<file path="config.mk">
export PLATFORM = sky130hd
export DESIGN_NAME = hsa_back
export DESIGN_NICKNAME = d
export VERILOG_FILES = /design/src/design/hsa_pkg.sv /design/src/design/hsa_back.sv
export SDC_FILE = /design/constraint.sdc
export NUM_CORES = 2
export LEC_CHECK = 0
export BUFFER_PORTS_ARGS = -buffer_cell sky130_fd_sc_hd__buf_2
export CAP_MARGIN = 15
export CORE_ASPECT_RATIO = 0.7
export CORE_UTILIZATION = 39
export DETAILED_ROUTE_END_ITERATION = 16
export GPL_ROUTABILITY_DRIVEN = 0
export RECOVER_POWER = 50
export SLEW_MARGIN = 20
export SYNTH_ARGS = -nofsm -noshare
export SYNTH_HDL_FRONTEND = slang
export SYNTH_SLANG_ARGS = --single-unit
</file>
<file path="constraint.sdc">
create_clock -name clk -period 20.1 [get_ports clk]
set_input_delay 4.02 -clock clk [delete_from_list [all_inputs] [get_ports clk]]
set_output_delay 4.02 -clock clk [all_outputs]
set_load 0.05 [all_outputs]
</file>
<file path="src/design/hsa_pkg.sv">
// Shared constants, types and the transaction record for the heightmap surface area block.
// No dependencies; every other file in the design imports this package.
package hsa_pkg;

  localparam int MAX_COLS   = 4096;
  localparam int MAX_ROWS   = 8192;
  localparam int COL_W      = $clog2(MAX_COLS);
  localparam int ROW_W      = $clog2(MAX_ROWS);
  localparam int H_W        = 16;
  localparam int RAD_W      = 2 * H_W + 16;
  localparam int ROOT_W     = RAD_W / 2;
  localparam int REM_W      = ROOT_W + 2;
  localparam int STEP_W     = $clog2(ROOT_W);
  localparam int PROD_W     = 2 * ROOT_W;
  localparam int SUM_W      = 64;
  localparam int Q_DEPTH    = 4;
  localparam int Q_PTR_W    = $clog2(Q_DEPTH);
  localparam int CFG_IDX_W  = 2;
  localparam int CFG_DATA_W = 16;
  localparam int COLS_REG_W = 13;
  localparam int ROWS_REG_W = 14;

  // Configuration register indexes.
  localparam logic [CFG_IDX_W-1:0] REG_COLS = 2'd0;
  localparam logic [CFG_IDX_W-1:0] REG_ROWS = 2'd1;

  // One classified sample handed from the front end to the arithmetic back end.
  typedef struct packed {
    logic [H_W-1:0] h;
    logic [H_W-1:0] above;
    logic [H_W-1:0] upright;
    logic           contrib;
    logic           last;
  } entry_t;

endpackage

</file>
<file path="src/design/hsa_back.sv">
// Back end: two bit-serial square roots, their product and the saturating accumulator.
// Depends on hsa_pkg; holds the output register.
module hsa_back import hsa_pkg::*; (
  input  logic             clk,
  input  logic             rst,
  input  logic             q_not_empty,
  input  entry_t           q_head,
  output logic             q_pop,
  output logic             out_valid,
  input  logic             out_ready,
  output logic [SUM_W-1:0] area_total,
  output logic             area_saturated
);

  localparam logic [2:0] ST_IDLE = 3'd0;
  localparam logic [2:0] ST_SQR  = 3'd1;
  localparam logic [2:0] ST_ROOT = 3'd2;
  localparam logic [2:0] ST_MUL  = 3'd3;
  localparam logic [2:0] ST_ACC  = 3'd4;
  localparam logic [2:0] ST_EMIT = 3'd5;

  typedef struct packed {
    logic [REM_W-1:0]  rem;
    logic [ROOT_W-1:0] root;
  } sq_t;

  logic [2:0]        state;
  entry_t            cur;
  logic [RAD_W-1:0]  rad1, rad2;
  sq_t               sq1, sq2;
  sq_t               sq1_next, sq2_next;
  logic [STEP_W-1:0] step;
  logic [PROD_W-1:0] prod;
  logic [SUM_W-1:0]  acc;
  logic              sat;
  logic [H_W-1:0]    mag1, mag2;
  logic [SUM_W:0]    sum_ext;
  logic              emit_fire;

  // One digit of the restoring square root: bring down two bits, try to subtract.
  function automatic sq_t sq_step(input sq_t s, input logic [1:0] bits);
    logic [REM_W:0] rem_sh;
    logic [REM_W:0] trial;
    sq_t            r;
    rem_sh = {s.rem[REM_W-2:0], bits};
    trial  = {1'b0, s.root, 2'b01};
    if (rem_sh >= trial) begin
      r.rem  = REM_W'(rem_sh - trial);
      r.root = {s.root[ROOT_W-2:0], 1'b1};
    end else begin
      r.rem  = REM_W'(rem_sh);
      r.root = {s.root[ROOT_W-2:0], 1'b0};
    end
    return r;
  endfunction

  assign mag1     = (cur.h >= cur.above) ? cur.h - cur.above : cur.above - cur.h;
  assign mag2     = (cur.upright >= cur.above) ? cur.upright - cur.above
                                               : cur.above - cur.upright;
  assign sq1_next = sq_step(sq1, rad1[RAD_W-1 -: 2]);
  assign sq2_next = sq_step(sq2, rad2[RAD_W-1 -: 2]);
  assign sum_ext  = {1'b0, acc} + {{(SUM_W+1-PROD_W){1'b0}}, prod};

  assign q_pop     = (state == ST_IDLE) && q_not_empty;
  assign emit_fire = (state == ST_EMIT) && (!out_valid || out_ready);

  // Datapath registers.
  always_ff @(posedge clk) begin
    if (q_pop) begin
      cur <= q_head;
    end
    case (state)
      ST_SQR: begin
        rad1 <= {(2*H_W)'(mag1) * (2*H_W)'(mag1) + (2*H_W)'(1), 16'd0};
        rad2 <= {(2*H_W)'(mag2) * (2*H_W)'(mag2) + (2*H_W)'(1), 16'd0};
        sq1  <= '0;
        sq2  <= '0;
      end
      ST_ROOT: begin
        sq1  <= sq1_next;
        sq2  <= sq2_next;
        rad1 <= rad1 << 2;
        rad2 <= rad2 << 2;
      end
      ST_MUL: begin
        prod <= PROD_W'(sq1.root) * PROD_W'(sq2.root);
      end
      default: begin
      end
    endcase
    if (q_pop && !q_head.contrib) begin
      prod <= '0;
    end
    if (emit_fire) begin
      area_total     <= acc;
      area_saturated <= sat;
    end
  end

  // Sequencer, accumulator and output valid.
  always_ff @(posedge clk) begin
    if (rst) begin
      state     <= ST_IDLE;
      step      <= '0;
      acc       <= '0;
      sat       <= 1'b0;
      out_valid <= 1'b0;
    end else begin
      // A new total is loaded when the output register is free or being taken.
      if (emit_fire) begin
        out_valid <= 1'b1;
      end else if (out_valid && out_ready) begin
        out_valid <= 1'b0;
      end
      case (state)
        ST_IDLE: begin
          if (q_pop) state <= q_head.contrib ? ST_SQR : ST_ACC;
        end
        ST_SQR: begin
          step  <= '0;
          state <= ST_ROOT;
        end
        ST_ROOT: begin
          step <= step + STEP_W'(1);
          if (step == STEP_W'(ROOT_W - 1)) state <= ST_MUL;
        end
        ST_MUL: begin
          state <= ST_ACC;
        end
        ST_ACC: begin
          if (sum_ext[SUM_W]) begin
            acc <= '1;
            sat <= 1'b1;
          end else begin
            acc <= sum_ext[SUM_W-1:0];
          end
          state <= cur.last ? ST_EMIT : ST_IDLE;
        end
        ST_EMIT: begin
          if (emit_fire) begin
            acc   <= '0;
            sat   <= 1'b0;
            state <= ST_IDLE;
          end
        end
        default: begin
          state <= ST_IDLE;
        end
      endcase
    end
  end

  // A saturated frame total is pinned at full scale.
  a_sat_full: assert property (@(posedge clk) disable iff (rst) sat |-> (acc == '1))
    else $error("saturation flag set with accumulator below full scale");

  // Emitting a total clears the frame accumulator.
  a_emit_clears: assert property (@(posedge clk) disable iff (rst)
    emit_fire |=> (acc == '0) && !sat && out_valid)
    else $error("accumulator not cleared after emitting a total");

  // The root sequencer never runs past its last digit.
  a_step_range: assert property (@(posedge clk) disable iff (rst)
    (state == ST_ROOT) |-> (step <= STEP_W'(ROOT_W - 1)))
    else $error("square root step counter out of range");

endmodule

</file>
==> impl_metrics.toml <==
[timing]
setup_tns_ns = 0
finalClockSkew_ns = 0.0527
rsz0062_at_grt = "false"
finalHoldViolCount = 0
max_slew_margin_pct = -196
fin_crit_sh_pct = 53.6
tightest_slew_ns = 4.42
drv_slew = 470
setup-violations-final = 0
finalCriticalPeriod_ns = 10.78
fmax_mhz = 92.8

[yosys]
synth_cells = 6089
synth_area_leaders = "fa_1 (29%), edfxtp_1 (15%), ha_1 (12%), inv_1 (7.4%), nand2_1 (5.1%)"
synth_top_area_share_pct = 29.5
synthMostInstantiatedCell = "inv_1"
syn-num-nets = 7485
synth_edf_count = 276
postSynthAreaPerCell_um2 = 9.05
ys_types = 100
synthFlopType = "edfxtp_1"
yosys_warnings = 0
synth_seq_cells = 398
yosysTopAreaCell = "fa_1"
synthesis.area_um2 = 55100
async_flop_share_pct = 0
synth_seq_area_share_pct = 19.5
synth_common_cells = "inv_1 (1080), fa_1 (811), nand2_1 (747), nor2_1 (581), ha_1 (531)"

[layout]
final_core_util_pct = 42.6
drive_gt1_share_pct = 5.37
syn2layout_area_growth_pct = 7.43
final_area_um2 = 59200
nets = 7470

[die]
io_pins = 121
coreArea_um2 = 139000
rows = 114
start_util_pct = 39.6
die_area_um2 = 143000
die_width_um = 451
fp.dieH_um = 316

[route]
antenna_left = 0
drt_iter0_drc = 3451
drc = 16
vias = 42400
wl_um = 153000
viasPerCell = 5.32
first_pass_iters = 14
avgRoutedWirePerCell_um = 19.2

[global_route]
grt_pass1_vias = 42500
antenna_found_initial = 3
grt_max_degree = 95
grt_pass1_wl_um = 242000
grt_usage_pct = 21.6
overflow = 0

[worst_setup_path]
crit_fanout = 23
startpoint_type = "flop"
cp-end-kind = "flop"
slowest_stage = "nor2_1"
critPathMostFrequentCell = "fa_1"
max_stage_delay_ns = 0.92
crit_required_ns = 20.54
critPathArrivalTime_ns = 11.21
critical_path_class = "reg -> reg"

[cts]
htreeDepth = 2
post-cts-setup-buffers = 0
ctsHoldBuffers = 0
clkTransAtPathRegs_ns = 0.06
clkSinkCount = 398
cts_tree = "done"
clock_latency_ns = 0.65
numCtsBuffers = 45
ctsRootBufferMaster = "clkbuf_16"
post_cts_resized = 0
clockBufferDepth = 3

[flow_run]
maxCapViolCount = 7

[placed_design]
portBuffers = 120
placed_cell_area_um2 = 57600
dp_hpwl_um = 121000

[outcome]
status = "finished with violations"
violations = "DRC, capacitance limit, slew limit"

[min_path]
hp-class = "reg -> reg"
-- final timing paths --
path | cells after the start | start | slack (ns) | to
min | 0 | sat | 0.44 | area_saturated
min reg2reg | 0 | sat | 0.44 | area_saturated
max | 30 | cur[18] | 9.32 | rad2[47]
max reg2reg | 30 | cur[18] | 9.32 | rad2[47]
-- critical path: cells and delay by family (launching register included) --
kind                       cells  cell delay [ns]
adders and majority gates      8             3.94
and+or+nand+nor                7             2.56
AOI/OAI and AO/OA              8             1.98
xor gates and xnor gates       1             0.84
buffers and inverters          5             0.61
DFF                            1             0.41
muxes                          1             0.22
-- layout make-up --
type                       instances  area, um^2
multi-input combinational       4331       39200
inverter                        1111        4170
sequential                       398       10700
clock buffer                      59        1250
fill                           13700       79900
timing repair buffer             187        1090
antenna                            4        10.0
clock inverter                    25         389
tap                             1856        2320
-- metrics by stage --
step / hold slack (ns) / worst slack (ns) / instances
2_1_floorplan: 0.408 / 7.65 / 6089
3_3_place_gp: 0.418 / 10.12 / 7880
3_5_place_dp: 0.431 / 9.76 / 7882
4_1_cts: 0.448 / 9.71 / 7966
5_1_grt: 0.447 / 8.56 / 7969
6_report: 0.445 / 9.32 / 7971
-- layer usage --
metal	vias to the layer above	share of wire [%]	track usage, %
li1	19600	-	-
met1	21000	46	31.2
met2	1588	43	32.5
met3	195	9.5	5.42
met4	2	2.1	4.30
met5	-	0.0072	0
-- logic make-up (layout without fill, tap and decap cells) --
kind of cell	Yosys count	count (layout)	synth area share, %
simple gates	1719	1719	13.4
buf+inv	1360	1382	9.39
fa+ha+maj	1342	1342	41.5
compound gates	996	996	11.6
flops	398	398	19.5
xor+xnor	220	220	3.60
mux	54	54	0.999
other cells	0	4	0
-- flip-flops by register name, indices dropped and copies added (netlist names) --
register	count
acc	64
prod	48
area_saturated	1
rad2	32
step	5
out_valid	1
sat	1
cur	49
state	3
area_total	64
sq2	49
sq1	49
rad1	32
-- placed cells by master, fill, tap and decap left out, types with 38 or more instances in the layout --
master,instances
buf_4,58
edfxtp_1,276
mux2i_1,46
fa_1,811
xnor2_1,133
xor2_1,81
nor3_1,47
nand2_1,747
inv_1,1078
a211oi_1,74
o21bai_1,51
ha_1,531
a31oi_1,38
a21o_1,118
dfxtp_1,122
nand2b_1,59
o21ai_0,154
nand3_1,73
buf_2,106
clkbuf_16,48
nand4_1,39
a21oi_1,357
nor2_1,579
Power is not shown: default switching activity piles up to over one toggle a cycle in this logic, so the estimate is an artifact.
