File: config.mk
export PLATFORM = sky130hd
export DESIGN_NAME = hsa_queue
export DESIGN_NICKNAME = d
export VERILOG_FILES = /design/src/design/hsa_pkg.sv /design/src/design/hsa_queue.sv
export SDC_FILE = /design/constraint.sdc
export NUM_CORES = 1
export LEC_CHECK = 0
export BUFFER_PORTS_ARGS = -buffer_cell sky130_fd_sc_hd__buf_2
export CORE_MARGIN = 1
export CORE_UTILIZATION = 26
export DETAILED_ROUTE_END_ITERATION = 7
export PLACE_DENSITY = 0.52
export SLEW_MARGIN = 40
export SYNTH_ARGS = -nofsm -noshare
export SYNTH_HDL_FRONTEND = slang
export SYNTH_SLANG_ARGS = --single-unit
File: constraint.sdc
create_clock -name clk -period 3.1 [get_ports clk]
set_clock_uncertainty 0.1 [all_clocks]
set_input_delay 0.465 -clock clk [delete_from_list [all_inputs] [get_ports clk]]
set_output_delay 0.465 -clock clk [all_outputs]
set_load 0.05 [all_outputs]
File: src/design/hsa_pkg.sv
// Shared constants, types and the transaction record for the heightmap surface area block.
// No dependencies; every other file in the design imports this package.
package hsa_pkg;

  localparam int MAX_COLS   = 4096;
  localparam int MAX_ROWS   = 8192;
  localparam int COL_W      = $clog2(MAX_COLS);
  localparam int ROW_W      = $clog2(MAX_ROWS);
  localparam int H_W        = 16;
  localparam int RAD_W      = 2 * H_W + 16;
  localparam int ROOT_W     = RAD_W / 2;
  localparam int REM_W      = ROOT_W + 2;
  localparam int STEP_W     = $clog2(ROOT_W);
  localparam int PROD_W     = 2 * ROOT_W;
  localparam int SUM_W      = 64;
  localparam int Q_DEPTH    = 4;
  localparam int Q_PTR_W    = $clog2(Q_DEPTH);
  localparam int CFG_IDX_W  = 2;
  localparam int CFG_DATA_W = 16;
  localparam int COLS_REG_W = 13;
  localparam int ROWS_REG_W = 14;

  // Configuration register indexes.
  localparam logic [CFG_IDX_W-1:0] REG_COLS = 2'd0;
  localparam logic [CFG_IDX_W-1:0] REG_ROWS = 2'd1;

  // One classified sample handed from the front end to the arithmetic back end.
  typedef struct packed {
    logic [H_W-1:0] h;
    logic [H_W-1:0] above;
    logic [H_W-1:0] upright;
    logic           contrib;
    logic           last;
  } entry_t;

endpackage

File: src/design/hsa_queue.sv
// Short FIFO of classified samples between the front end and the back end.
// Depends on hsa_pkg.
module hsa_queue import hsa_pkg::*; (
  input  logic             clk,
  input  logic             rst,
  input  logic             push,
  input  entry_t           push_entry,
  input  logic             pop,
  output entry_t           head,
  output logic             not_empty,
  output logic [Q_PTR_W:0] count
);

  entry_t             slots [Q_DEPTH];
  logic [Q_PTR_W-1:0] wr_ptr;
  logic [Q_PTR_W-1:0] rd_ptr;

  assign head      = slots[rd_ptr];
  assign not_empty = (count != '0);

  // Storage.
  always_ff @(posedge clk) begin
    if (push) begin
      slots[wr_ptr] <= push_entry;
    end
  end

  // Pointers and fill count.
  always_ff @(posedge clk) begin
    if (rst) begin
      wr_ptr <= '0;
      rd_ptr <= '0;
      count  <= '0;
    end else begin
      if (push) wr_ptr <= wr_ptr + Q_PTR_W'(1);
      if (pop)  rd_ptr <= rd_ptr + Q_PTR_W'(1);
      count <= count + (Q_PTR_W+1)'(push) - (Q_PTR_W+1)'(pop);
    end
  end

endmodule

==> results of run 1 <==
synth_stat cells (all sizes together):
cell type	count	area (um2)
inv	6	22.52
nor2	5	18.77
ha	6	75.07
xor3	1	23.77
mux4	50	1126
xnor2	2	17.52
mux2i	1	10.01
and2	4	25.02
edfxtp	200	6006
a21oi	1	5.000
buf	12	140.1
dfxtp	9	180.2
or3	1	6.260
nand3b	1	7.510
fa	1	20.02
a21bo	1	10.01
nor2b	2	12.51
power groups by stage:
stage,sequential [mW],combinational (mW),clock (mW)
final,3.31,0.968,2.53
after CTS,3.31,0.989,2.62
after global routing,3.32,1.03,2.73
after floorplan,3.37,0.720,0
after detailed placement,3.37,0.986,0
after global placement,3.36,0.972,0
worst max-delay path by stage:
stage	start	to	slack (ns)	cells past startpoint
after floorplan	wr_ptr[0]$_SDFFE_PP0P_	slots[2][0]$_DFFE_PP_	0.85	3
after detailed placement	flop	head[43]	0.84	3
after global routing	flop	head[46]	0.24	3
after CTS	flop	head[46]	0.29	3
final	flop	head[19]	0.38	3
after global placement	flop	head[30]	0.85	3
final cells by class:
cell class | count | area [um2] | share of cell area [%]
repair buffers | 114 | 675.6 | 7.154
inverters | 6 | 22.52 | 0.2385
multi-input cells | 76 | 1363 | 14.43
clock buffers | 30 | 601.8 | 6.373
well taps | 384 | 480.5 | 5.087
flip-flops and latches | 209 | 6191 | 65.55
diodes | 1 | 2.502 | 0.02650
clock inverters | 11 | 107.6 | 1.139
flip-flops by register name, indices dropped and copies added, names as in the netlist, named ones only:
name    flops
slots     200
count       3
rd_ptr      2
wr_ptr      2
per-layer routing:
layer / GRT usage, % / part of all wire (%) / vias to the layer above
li1: - / - / 1531
met5: 0 / 0 / -
met4: 2.778 / 1.7 / 0
met3: 2.581 / 5.7 / 21
met2: 17.37 / 51 / 88
met1: 11.82 / 42 / 1817
kinds of logic after synthesis:
kind of cell / after synthesis / share of synthesized area, %
compound gates: 2 / 0.1948
xor+xnor: 3 / 0.5358
fa+ha+maj: 7 / 1.234
buf+inv: 18 / 2.111
flops: 209 / 80.27
mux: 51 / 14.74
simple gates: 13 / 0.9093
per-stage QoR:
stage | hold slack, ns | power (mW) | cell area, um2
floorplan | 0.3918 | 4.095 | 7706
global placement | 0.4142 | 4.330 | 8732
detailed placement | 0.4481 | 4.357 | 8732
CTS | 0.05998 | 6.919 | 9442
global route | 0.06619 | 7.076 | 9442
finish | 0.08693 | 6.803 | 9444
critical path, delay by kind of cell (launching register included):
| kind | cells | cell delay (ns) |
|---|---|---|
| buf+inv | 2 | 0.48 |
| flops | 1 | 0.61 |
| mux | 1 | 0.53 |
==> summary.txt, run 1 <==
Floorplanning
  – Row Count: 62
  – Initial Util: 26.63%
  – Vert. Die Dim: 174.2 um
  – Core ar.: 28,940 um2
  – Io pins: 108
  – Full die area: 30,330 um2
  – Chip Width: 174.2 um

STA
  – TNS Setup: 0 ns
  – Final worst path period share: 87.64%
  – # setup viols final: 0
  – Worst setup margin: 0.3832 ns
  – Max-slew headroom: 62.07%
  – Tightest Pin Transition: 0.5689 ns
  – RSZ-0062 raised after global routing: false
  – Hold Fails Final Rpt: 0
  – Slew Limit Fails: 0
  – Tmin final: 2.717 ns
  – Max Clk Rate: 368.1 MHz

Cells and area
  – Fillers: 2,780
  – Utilization after layout: 32.64%
  – Commonest cells after routing, fill and taps aside: edfxtp_1 (200), buf_2 (107), mux4_2 (50), clkbuf_16 (23)
  – Layout Cells excl Fill: 831
  – Area growth from synthesis to layout: 22.55%
  – Most common cell after layout, fill and taps aside: edfxtp_1
  – Layout cell share with drive strength beyond 1: 45.96%
  – Fin nets: 491

Worst setup path
  – Slowest cell on crit path: dfxtp_4
  – Reg2reg path depth: 4
  – Max FO, Critical Path: 19
  – Worst path arrival time: 2.15 ns
  – CP Launch Type: flop
  – Crit-path cells: buf_12 > mux4_2 > buf_2
  – Worst path required time: 2.53 ns
  – FF-to-FF Start: wr_ptr[0]$_SDFFE_PP0P_
  – R2r endpoint: slots[0][11]$_DFFE_PP_
  – Setup crit end kind: primary output
  – Worst reg2reg setup slack: 1.27 ns
  – Setup Crit Path Kind: flop to primary output
  – Worst path max stage delay: 0.61 ns

Power and ir drop
  – Combinational power share: 14.2%
  – Psw: 1.776 mW
  – Sw frac: 26.11%
  – Leakage: 3.134 nW
  – Int Pwr: 5.027 mW
  – Clock network fraction of design power: 37.2%
  – Worst-case vdd ir drop: 0.0002675 V
  – Power density cells: 720.4 nW/um2
  – Reg power frac: 48.6%

Clock network
  – Clk sink count: 209
  – Root buffer cell: clkbuf_16
  – Post-CTS Setup Bufs: 0
  – CTS tree: built
  – CTS Buffer Depth: 3
  – H-Tree Depth: 1
  – Hold buffer count at cts: 0
  – Total CTS buffers: 23
  – Worst-path clk slew: 0.06 ns
  – Gates resized, CTS repair: 0
  – Clock Latency Late Sink: 0.49 ns

Route
  – Routed Antenna Nets: 0
  – Final WL: 14.71 mm
  – Routed via count: 3,457
  – Initial DRC Count: 164
  – DR WL/cell: 17.70 um
  – Drt drc: 0
  – Vias per cell: 4.160
  – Pre-antenna DRT Iters: 4

Worst hold path
  – Hold path depth: 1
  – Hold Crit Class: input pin to flop
  – Hold endpoint: slots[1][7]$_DFFE_PP_
  – Worst Min Path Start: push_entry[7]

Yosys
  – Avg Cell Area, Syn: 25.43 um2
  – YS warnings: 0
  – Post-synthesis register bit count: 209
  – Sequential cell area fraction in the yosys report: 80.27%
  – Mapped Area: 7706 um2
  – Mapped Cells: 303
  – Yosys cell types: 20
  – Syn nets: 364

Status
  – Status: complete, no violations

GRT
  – Largest net degree at the start of global routing: 35
  – Total grt overflow: 0
  – Vias in the first global route: 3,896
  – Initial antenna violation count: 0
  – First-pass GRT wire length: 22.60 mm
  – Total Routing Usage GR: 9.857%

Placed design
  – Detailed placement HPWL: 8.890 mm
  – DP Worst Slack: 0.8361 ns
  – IO buf count: 107
  – Placed cells: 789
  – RePlAce Congestion: 0.6614

Run
  – Max-cap violation count: 0
Note: power is estimated with default switching activity, not from simulation.
==> run 2: changes to the inputs <==
- CORE_UTILIZATION: 26 -> 30
- PLACE_DENSITY: 0.52 -> 0.57
==> summary.txt, run 2 (synthesis gave the netlist of run 1 again) <==
Worst hold path
  – Hold Crit Class: input pin to flop
  – Hold path depth: 1 (unchanged)
  – Worst Min Path Start: push_entry[19]
  – Hold endpoint: slots[3][19]$_DFFE_PP_

Placed design
  – RePlAce Congestion: 0.6575 (-0.59%)
  – IO buf count: 107 (unchanged)
  – Detailed placement HPWL: 8.451 mm (-4.9%)

Clock network
  – H-Tree Depth: 1 (unchanged)
  – CTS Buffer Depth: 3 (unchanged)
  – Clk sink count: 209 (unchanged)
  – Clock Latency Late Sink: 0.50 ns (about the same)
  – Root buffer cell: clkbuf_16
  – Gates resized, CTS repair: 0 (unchanged)
  – Post-CTS Setup Bufs: 0 (unchanged)
  – Total CTS buffers: 23 (unchanged)
  – Hold buffer count at cts: 0 (unchanged)
  – CTS tree: built
  – Worst-path clk slew: 0.06 ns (about the same)

GRT
  – Largest net degree at the start of global routing: 51 (+46%)
  – Total Routing Usage GR: 11.04% (+1.2 points)
  – Vias in the first global route: 3,836 (-1.5%)
  – Initial antenna violation count: 1 (+1)
  – Total grt overflow: 0 (unchanged)
  – First-pass GRT wire length: 21.85 mm (-3.3%)

Floorplanning
  – Chip Width: 162.3 um (-6.8%)
  – Full die area: 26,330 um2 (-13%)
  – Io pins: 108 (unchanged)
  – Vert. Die Dim: 162.3 um (-6.8%)
  – Row Count: 58 (-6.5%)
  – Initial Util: 30.60% (+4.0 points)
  – Core ar.: 25,180 um2 (-13%)

Power and ir drop
  – Psw: 1.744 mW (-1.8%)
  – Combinational power share: 14.4% (+0.2 points)
  – Reg power frac: 48.8% (+0.2 points)
  – Worst-case vdd ir drop: 0.0003733 V (+40%)
  – Power density cells: 719.2 nW/um2 (-0.16%)
  – Clock network fraction of design power: 36.7% (-0.5 points)
  – Int Pwr: 5.007 mW (-0.40%)
  – Sw frac: 25.84% (-0.27 points)
  – Leakage: 3.157 nW (+0.74%)

Run
  – Max-cap violation count: 0 (unchanged)

Worst setup path
  – Worst path arrival time: 2.10 ns (-0.05 ns)
  – CP Launch Type: flop
  – Setup Crit Path Kind: flop to primary output
  – Levels on crit path: 3 (unchanged)
  – Max FO, Critical Path: 17 (-2)
  – WP buf/inv: 2 (unchanged)
  – Worst reg2reg setup slack: 1.26 ns (about the same)
  – Setup crit end kind: primary output
  – Crit-path cells: buf_12 > mux4_2 > buf_2
  – Worst path required time: 2.53 ns (about the same)
  – FF-to-FF Start: wr_ptr[1]$_SDFFE_PP0P_
  – Worst path max stage delay: 0.56 ns (-0.05 ns)
  – Reg2reg path depth: 4 (unchanged)
  – R2r endpoint: slots[1][2]$_DFFE_PP_
  – Top delay family on crit path: flip-flops
  – Slowest cell on crit path: dfxtp_4

STA
  – # setup viols final: 0 (unchanged)
  – RSZ-0062 raised after global routing: false
  – Max Clk Rate: 375.8 MHz (+2.1%)
  – Max-slew headroom: 61.94% (-0.13 points)
  – Tightest Pin Transition: 0.5709 ns (+0.001969 ns)
  – Final worst path period share: 85.83% (-1.8 points)
  – Hold Fails Final Rpt: 0 (unchanged)
  – Tmin final: 2.661 ns (-0.05597 ns)
  – TNS Setup: 0 ns (unchanged)
  – Slew Limit Fails: 0 (unchanged)
  – WHS: 0.07903 ns (-0.007907 ns)

Cells and area
  – Commonest cells after routing, fill and taps aside: edfxtp_1 (200), buf_2 (107), mux4_2 (50), clkbuf_16 (23)
  – Most common cell after layout, fill and taps aside: edfxtp_1
  – Fin nets: 495 (+0.81%)
  – Fillers: 2,281 (-18%)
  – Top reg by flops: slots
  – Area growth from synthesis to layout: 21.81%
  – FF/Latch Area: 6191 um2 (unchanged)
  – Top Registers: slots x200, count x3
  – Number of flip-flops under the largest register name: 200 (unchanged)
  – Layout cell share with drive strength beyond 1: 46.33% (+0.36 points)
  – Multi-input gate area: 1363 um2 (unchanged)

Route
  – Routed Antenna Nets: 0 (unchanged)
  – Pre-antenna DRT Iters: 4 (unchanged)
  – Final WL: 14.20 mm (-3.5%)
  – Vias per cell: 4.450 (+7.0%)
  – Routed via count: 3,471 (+0.40%)
  – Initial DRC Count: 167 (+1.8%)
  – DR WL/cell: 18.20 um (+2.8%)
  – Drt drc: 0 (unchanged)

Status
  – Status: complete, no violations
run 2: changes by cell type in the layout (fill, tap and decap cells not counted):
| cell | delta |
|---|---|
| buf_4 | +4 |
| clkinv_2 | +3 |
| clkbuf_1 | -2 |
| clkinv_1 | +2 |
| clkinvlp_4 | -2 |
| clkinv_4 | -1 |
| inv_8 | -1 |
run 2: per-layer routing:
metal  global-route usage, %  routed length (um)
met2                   18.88                7244
met4                   2.916                 159
met3                   3.141                 892
met1                   13.65                5900
met5                       0                   0
run 2: worst max path at each step:
stage | start | endpoint | slack (ns)
after global placement | flop | head[12] | 0.91
after floorplan | wr_ptr[0]$_SDFFE_PP0P_ | slots[2][0]$_DFFE_PP_ | 0.85
after global routing | flop | head[10] | 0.29
after detailed placement | flop | head[20] | 0.90
final | flop | head[10] | 0.44
after CTS | flop | head[20] | 0.35
run 2: stage by stage:
stage | util, % | setup WS (ns) | cell area (um2) | power [mW] | std cells
2_1_floorplan | - | 0.8529 | 7706 | 4.095 | 303
3_3_place_gp | 34.53 | 0.9113 | 8695 | 4.329 | 739
3_5_place_dp | 34.53 | 0.9031 | 8695 | 4.354 | 739
4_1_cts | 37.27 | 0.3510 | 9384 | 6.866 | 779
5_1_grt | 37.27 | 0.2937 | 9384 | 7.025 | 779
6_report | 37.28 | 0.4392 | 9387 | 6.751 | 780
run 2: cell type report:
class | instances | share of cell area (%)
Inverter | 6 | 0.2399
Clock buffer | 28 | 6.332
Sequential cell | 209 | 65.96
Tap cell | 330 | 4.399
Timing Repair Buffer | 118 | 7.518
Clock inverter | 12 | 1.013
Antenna cell | 1 | 0.02666
Multi-Input combinational cell | 76 | 14.52
run 2: worst reg2reg max path, cell delays in order, from the launching register on:
cell     delay (ns)
dfxtp_1        0.35
inv_1          0.09
ha_1           0.13
and2_2         0.51
buf_4          0.33
run 2: power by group through the flow:
stage	logic (mW)	clock network (mW)	registers, mW
finish	0.975	2.48	3.30
global route	1.03	2.68	3.31
CTS	0.998	2.57	3.30
detailed placement	0.996	0	3.36
global placement	0.983	0	3.35
floorplan	0.720	0	3.37
